==> src/sv/baseline_tracker_pileup_reject_top_defines.svh <==
// assertion macros for the baseline tracker
`ifndef BASELINE_TRACKER_PILEUP_REJECT_TOP_DEFINES_SVH
`define BASELINE_TRACKER_PILEUP_REJECT_TOP_DEFINES_SVH

// condition holds at every edge out of reset
`define BTPR_ASSERT_ALWAYS(label, cond, msg) \
  label: assert property (@(posedge clk) disable iff (rst) (cond)) else $error(msg);

// consequent holds in the same cycle as the antecedent
`define BTPR_ASSERT_IMPLIES(label, ante, cons, msg) \
  label: assert property (@(posedge clk) disable iff (rst) (ante) |-> (cons)) else $error(msg);

// consequent holds in the cycle after the antecedent
`define BTPR_ASSERT_NEXT(label, ante, cons, msg) \
  label: assert property (@(posedge clk) disable iff (rst) (ante) |=> (cons)) else $error(msg);

`endif

==> src/sv/btpr_ram.sv <==
// generic single write port ram with registered read
module btpr_ram #(
  parameter int WIDTH     = 8,
  parameter int DEPTH     = 16,
  parameter int ADDR_BITS = (DEPTH > 1) ? $clog2(DEPTH) : 1
) (
  input  logic                 clk,
  input  logic                 we,
  input  logic [ADDR_BITS-1:0] waddr,
  input  logic [WIDTH-1:0]     wdata,
  input  logic [ADDR_BITS-1:0] raddr,
  output logic [WIDTH-1:0]     rdata
);

  logic [WIDTH-1:0] mem [DEPTH];

  always_ff @(posedge clk) begin
    if (we) begin
      mem[waddr] <= wdata;
    end
    rdata <= mem[raddr];
  end

endmodule

==> config.mk <==
export PLATFORM = sky130hd
export DESIGN_NAME = btpr_ram
export DESIGN_NICKNAME = d
export VERILOG_FILES = /design/src/sv/baseline_tracker_pileup_reject_top_defines.svh /design/src/sv/btpr_ram.sv
export SDC_FILE = /design/constraint.sdc
export NUM_CORES = 1
export LEC_CHECK = 0
export ABC_CLOCK_PERIOD_IN_PS = 4880
export BUFFER_PORTS_ARGS = -buffer_cell sky130_fd_sc_hd__buf_4
export CORE_AREA = 10 10 111 113
export CTS_BUF_LIST = sky130_fd_sc_hd__clkbuf_4 sky130_fd_sc_hd__clkbuf_8
export CTS_CLUSTER_DIAMETER = 150
export DETAILED_ROUTE_END_ITERATION = 8
export DIE_AREA = 0 0 121 123
export MAX_ROUTING_LAYER = met4
export PLACE_DENSITY_LB_ADDON = 0.1
export SKIP_LAST_GASP = 1
export SLEW_MARGIN = 15
export SYNTH_ARGS = -nofsm -noshare
export SYNTH_HDL_FRONTEND = slang
export SYNTH_SLANG_ARGS = --single-unit
==> constraint.sdc <==
create_clock -name clk -period 4.88 [get_ports clk]
set_input_delay 1.22 -clock clk [delete_from_list [all_inputs] [get_ports clk]]
set_output_delay 1.22 -clock clk [all_outputs]
set_load 0.01 [all_outputs]
======== Word level (Yosys, flattened, before mapping) ========
Memory sizes are Yosys's and may differ from the RTL's. A register that Yosys moved wholly into a read port is not among the register bits.
Index checks and enable logic that the tools add are counted.
storage, ports and cells
  bits in writable memories ............... 128
  word-level logic and storage cells ...... 3
  register bits after elaboration ......... 0
  memories ................................ 1
operators by class
  muxes and demuxes ....................... 2
memory list
  name  words  bits a word  read ports  clocked after Yosys merged registers in  write ports  line            text
  mem   16     8            1           1                                        1            btpr_ram.sv:15  logic [WIDTH-1:0] mem [DEPTH];
operators with widths
  kind               number
  two-way mux 1 bit  2

======== Logic depth before layout (Yosys ltp) ========
Gate-level depths: netlist (run 1).
  word-level depth ........................ 2
  gate-level depth with buffers ........... 5
  gate-level depth less buffers ........... 3

======== Least setup slack after synthesis (run 1) ========
No wires, ideal clock.
  path type ............................... input to register
  from .................................... in waddr[2]
  to ...................................... mem mem[0][0] (enable)
  cell stages on the path ................. 2
  library setup time ...................... 383 ps
  path slack .............................. 2167 ps
  buffers on the path ..................... 0
  arrival ................................. 2330 ps
  cells stage by stage .................... or3b_2 -> nor3_1
RTL lines
  what         line            text
  from (decl)  btpr_ram.sv:9   input logic [ADDR_BITS-1:0] waddr,
  to (decl)    btpr_ram.sv:15
No word-level cell before the write port.

======== Worst setup path in the final report (run 1) ========
  from .................................... in waddr[2]
  to ...................................... mem mem[3][5] (enable)
No word-level cell before the write port.

==> results of run 1 <==
## worst paths after layout
kind	to	slack (ns)
setup / recovery	mem[3][5]	2.41
hold / removal	rdata[0]	0.67
setup reg to reg	rdata[7]	3.46
hold reg to reg	rdata[0]	0.67
## registers in the layout (all words and copies together), names as in the netlist
signal / cells
mem: 128
rdata: 8
## metal layers
layer,global-route usage (%),part of all wire (%)
met5,-,0
met4,5.96,1.9
met3,4.10,5.5
met2,20.1,48
met1,18.5,45
## logic make-up after synthesis
logic type | share of synthesized area [%]
AOI/OAI and AO/OA | 2.33
buffers and inverters | 1.68
DFF | 77.8
muxes | 15.0
and+or+nand+nor | 3.18
## per-stage QoR
| step | instance area [um2] | worst slack [ns] | util (%) | cells | hold WS, ns |
|---|---|---|---|---|---|
| floorplan | 5150 | 2.17 | - | 229 | 0.629 |
| global placement | 5440 | 1.72 | 53.7 | 383 | 0.649 |
| detailed placement | 5440 | 1.72 | 53.7 | 383 | 0.660 |
| CTS | 5920 | 2.17 | 58.4 | 415 | 0.673 |
| global route | 5930 | 2.33 | 58.5 | 415 | 0.703 |
| finish | 5930 | 2.41 | 58.5 | 415 | 0.670 |
## report_power, final
part / internal (mW) / switching (mW)
logic: 0.0551 / 0.0733
clock network: 0.678 / 0.403
registers: 1.30 / 0.00648
total: 2.04 / 0.483
## cell type report
| cell class | count | area, um2 |
|---|---|---|
| fill | 740 | 4210 |
| clock inverter | 12 | 224 |
| timing repair buffer | 28 | 210 |
| multi-input combinational | 83 | 1060 |
| clock buffer | 20 | 256 |
| tap | 136 | 170 |
| sequential | 136 | 4000 |
## worst max-delay path, delay by kind of cell
kind | cells | cell delay, ns
simple gates | 2 | 1.17
buf+inv | 1 | 0.12
## placed cells by master, fill, tap and decap left out, types with 2 or more instances in the layout
cell type	count
nor2_1	13
nand2_1	9
mux4_1	14
a22oi_1	16
nand2b_1	2
bufinv_16	6
nor3_1	3
edfxtp_1	128
dfxtp_1	8
buf_4	28
clkbuf_4	3
clkbuf_8	17
clkinv_2	2
mux4_2	18
clkinv_4	3
nand3b_1	2
==> out/results.tsv, run 1 <==
metric	value	unit
first_iter_violations	220	
syn_area	5150	um2
totalWireLength	9700	um
ys.flop_type	edfxtp_1	
synth_edf_count	128	
first_global_vias	2447	
core_area	10100	um2
leakage	1.97	nW
grtUsageTotal	14.1	%
pin_count	26	
syn-num-nets	247	
fp.dieW	121	um
cp-end-kind	flip-flop	
max-cap-violations	0	
post-route-drc-count	0	
finalWeightedCongestion	0.729	
vdd_drop_max	211	uV
ys_top_cells_by_area	edfxtp_1, mux4_2, mux4_1	
ys_seq_elements	136	
status	finished clean	
cts.path.max_buffers	2	
hold_start	mem[14][0]	
antenna_found_initial	0	
required	4.92	ns
area_growth	15.1	%
tritoncts	built	
clkLatencyLatePin	0.42	ns
cts_buffers	17	
post-route-period-util	50.7	%
critPathMaxFanout	8	
place_hpwl	6030	um
setup_viol	0	
cp_data_arrival_time	2.52	ns
synth_top_area_share	74.7	%
dieArea	14900	um2
post_cts_resized	0	
synth_cell_types	19	
postCtsSetupBuffers	0	
p_per_area	425	nW/um2
path_clk_slew	0.07	ns
hold_buffers	0	
crit_start	waddr[2]	
vias	2328	
hold_depth	3	
cts_sinks	136	
maxSlewViolCount	0	
power.total	2.52	mW
firstDrtPassIters	4	
critical_path_class	input pin to flip-flop	
setup_tns	0	ns
clock_skew	0.00989	ns
hold_viol_final	0	
async_flop_share	0	%
reg2reg_depth	3	
htreeDepth	4	
nets	284	
rsz0062_at_grt	false	
cp-start-kind	input pin	
fmax	0.404	GHz
grt_max_degree	33	
slowest_stage	nor2_1	
hold_path_class	flip-flop to flip-flop	
critPathMaxStageDelay	0.63	ns
drive_above_1_share	28.7	%
die_y	123	um
initial_core_util	50.8	%
rows	37	
synth_cells	229	
ys_top_cells_by_count	edfxtp_1, mux4_2, a22oi_1	
r2r-start	mem[3][7]	
finalCriticalPeriod	2.47	ns
vias_per_cell	5.61	
ys_seq_area_share	77.8	%
yosysTopAreaCell	edfxtp_1	
relSlewSlack	38.9	%
worst_pin_slew	0.913	ns
avgSynthCellArea	22.5	um2
io_buffers	25	
ant_nets	0	
path_cells	buf_4 > or3b_2 > nor2_1	
post_drt_wl_per_cell	23.4	um
grt_first_pass_wirelength	14500	um
root_buffer	clkbuf_8	
synth_most_common_cell	edfxtp_1	
yosys_warnings	0	
antenna_cells	0	
grt_overflow	0	
Power figures use the tool's default switching activity.
==> run 2, diff against run 1 <==
- ABC_AREA: not set -> 1
- ABC_CLOCK_PERIOD_IN_PS: 4880 -> 2350
- CORE_AREA: 10 10 111 113 -> 10 10 117 119
- DIE_AREA: 0 0 121 123 -> 0 0 127 129
- clock period: 4.88 -> 2.35 ns (I/O delays scaled with it)
==> run 2 against run 1 <==
Against the previous run: core utilization fell by 0.13 points; register-to-register slack got worse by 2.1 ns; worst hold slack got worse by 0.18 ns; highest routed layer unchanged; cell count rose by 80%.
==> out/results.tsv, run 2 <==
metric	value	unit	change
finalWeightedCongestion	0.791		was 0.729
first_iter_violations	443		was 220
fmax	0.650	GHz	
drive_above_1_share	12.4	%	was 28.7%
synth_most_common_cell	nand2_1		was edfxtp_1
core_area	11300	um2	was 10100 um2
syn-num-nets	569		was 247
pin_count	26		unchanged
synth_cell_types	12		was 19
rows	39		was 37
ys_seq_elements	136		unchanged
post-route-drc-count	0		unchanged
ys_top_cells_by_area	edfxtp_1, nand2_1, nand3_1		was edfxtp_1, mux4_2, mux4_1
instances_no_fill	747		was 415
hold_buffers	0		unchanged
die_y	129	um	was 123 um
clock_skew	0.00925	ns	was 0.00989 ns
async_flop_share	0	%	unchanged
ys_seq_area_share	69.4	%	was 77.8%
clkLatencyLatePin	0.43	ns	was 0.42 ns
antenna_cells	0		unchanged
antenna_found_initial	0		unchanged
synth_top_area_share	66.7	%	was 74.7%
critPathTopFamily	flip-flops		was simple AND/OR/NAND/NOR gates
p_per_area	788	nW/um2	was 425 nW/um2
ys.flop_type	edfxtp_1		unchanged
critPathMaxStageDelay	0.38	ns	was 0.63 ns
area_growth	14.5	%	was 15.1%
cp-end-kind	output port		was flip-flop
synth_cells	551		was 229
grt_max_degree	48		was 33
worst_pin_slew	0.623	ns	was 0.913 ns
max-cap-violations	0		unchanged
grtUsageTotal	17.1	%	was 14.1%
maxSlewViolCount	0		unchanged
final_cell_mix	nand2_1, edfxtp_1, inv_1		was edfxtp_1, buf_4, mux4_2
vias_per_cell	5.03		was 5.61
io_buffers	25		unchanged
fp.dieW	127	um	was 121 um
regMostFlops	mem		unchanged
vdd_drop_max	396	uV	was 211 uV
rsz0062_at_grt	false		unchanged
cts_sinks	136		unchanged
avgSynthCellArea	10.5	um2	was 22.5 um2
placed_cells	715		was 383
setup_tns	0	ns	unchanged
critical_path_class	flip-flop to output port		was input pin to flip-flop
first_global_vias	3724		was 2447
cp-start-kind	flip-flop		was input pin
yosys_warnings	0		unchanged
totalWireLength	13100	um	was 9700 um
yosysTopAreaCell	edfxtp_1		unchanged
vias	3757		was 2328
grt_overflow	0		unchanged
htreeDepth	4		unchanged
relSlewSlack	58.3	%	was 38.9%
cts_buffers	17		unchanged
root_buffer	clkbuf_8		unchanged
post_drt_wl_per_cell	17.5	um	was 23.4 um
reg_top3	mem x128, rdata x8		unchanged
setup_viol	0		unchanged
ys_top_cells_by_count	nand2_1, edfxtp_1, inv_1		was edfxtp_1, mux4_2, a22oi_1
largest_reg_flops	128		unchanged
firstDrtPassIters	4		unchanged
cp_data_arrival_time	0.95	ns	was 2.52 ns
dieArea	16400	um2	was 14900 um2
nets	609		was 284
post-route-period-util	65.5	%	
finalCriticalPeriod	1.54	ns	
post_cts_resized	0		unchanged
postCtsSetupBuffers	0		unchanged
critPathMaxFanout	1		was 8
path_buf_inv	1		unchanged
tritoncts	built		unchanged
synth_edf_count	128		unchanged
hold_path_class	input pin to flip-flop		was flip-flop to flip-flop
syn_area	5770	um2	was 5150 um2
leakage	2.88	nW	was 1.97 nW
status	finished clean		unchanged
slowest_stage	dfxtp_1		was nor2_1
path_clk_slew	0.07	ns	about the same
required	1.76	ns	was 4.92 ns
place_hpwl	8240	um	was 6030 um
path_cells	buf_4		was buf_4 > or3b_2 > nor2_1
hold_viol_final	0		unchanged
initial_core_util	50.9	%	was 50.8%
cts.path.max_buffers	2		unchanged
grt_first_pass_wirelength	20500	um	was 14500 um
ant_nets	0		unchanged
fill_cells	968		was 740
final_common_cell	nand2_1		was edfxtp_1
run 2: changes by cell type in the layout (fill, tap and decap cells not counted), sizes merged, moves of 16 or more:
cell,change
nand2,+164
mux4,-32
buf,+17
a22oi,-16
nand3,+96
inv,+102
run 2: final timing paths:
kind,start,to,slack [ns],cells after the start
hold / removal,raddr[3],rdata[5],0.49,3
setup reg to reg,mem[7][2],rdata[2],1.34,6
hold reg to reg,mem[13][1],rdata[1],0.69,6
setup / recovery,rdata[0],rdata[0],0.81,1
run 2: power breakdown:
part / internal [mW] / total, mW / switching, mW
logic: 0.120 / 0.358 / 0.239
clock network: 1.28 / 2.12 / 0.840
registers: 2.71 / 2.73 / 0.0206
run 2: cell type report:
class	count	area [um2]	share of cell area (%)
well taps	143	179	2.71
repair buffers	45	388	5.87
multi-input cells	289	1210	18.4
flip-flops and latches	136	4000	60.6
inverters	102	383	5.80
clock buffers	20	256	3.88
clock inverters	12	180	2.73
run 2: metrics by stage:
stage | hold WS, ns | setup slack, ns | area (um2) | total power, mW | utilization (%)
final | 0.491 | 0.811 | 6600 | 5.21 | 58.3
after global routing | 0.495 | 0.778 | 6600 | 5.40 | 58.3
after CTS | 0.469 | 0.779 | 6600 | 5.25 | 58.3
after detailed placement | 0.676 | 0.512 | 6170 | 3.15 | 54.5
after global placement | 0.656 | 0.563 | 6170 | 3.14 | 54.5
after floorplan | 0.607 | 0.812 | 5770 | 2.97 | -
run 2: layer usage:
metal	track usage [%]	share of wire, %
met4	6.03	1.7
met5	-	0
met1	22.0	45
met3	3.61	6.0
met2	26.1	48
run 2: logic make-up after synthesis:
logic type	synth area share, %
simple gates	21.0
buf+inv	9.52
flops	69.4
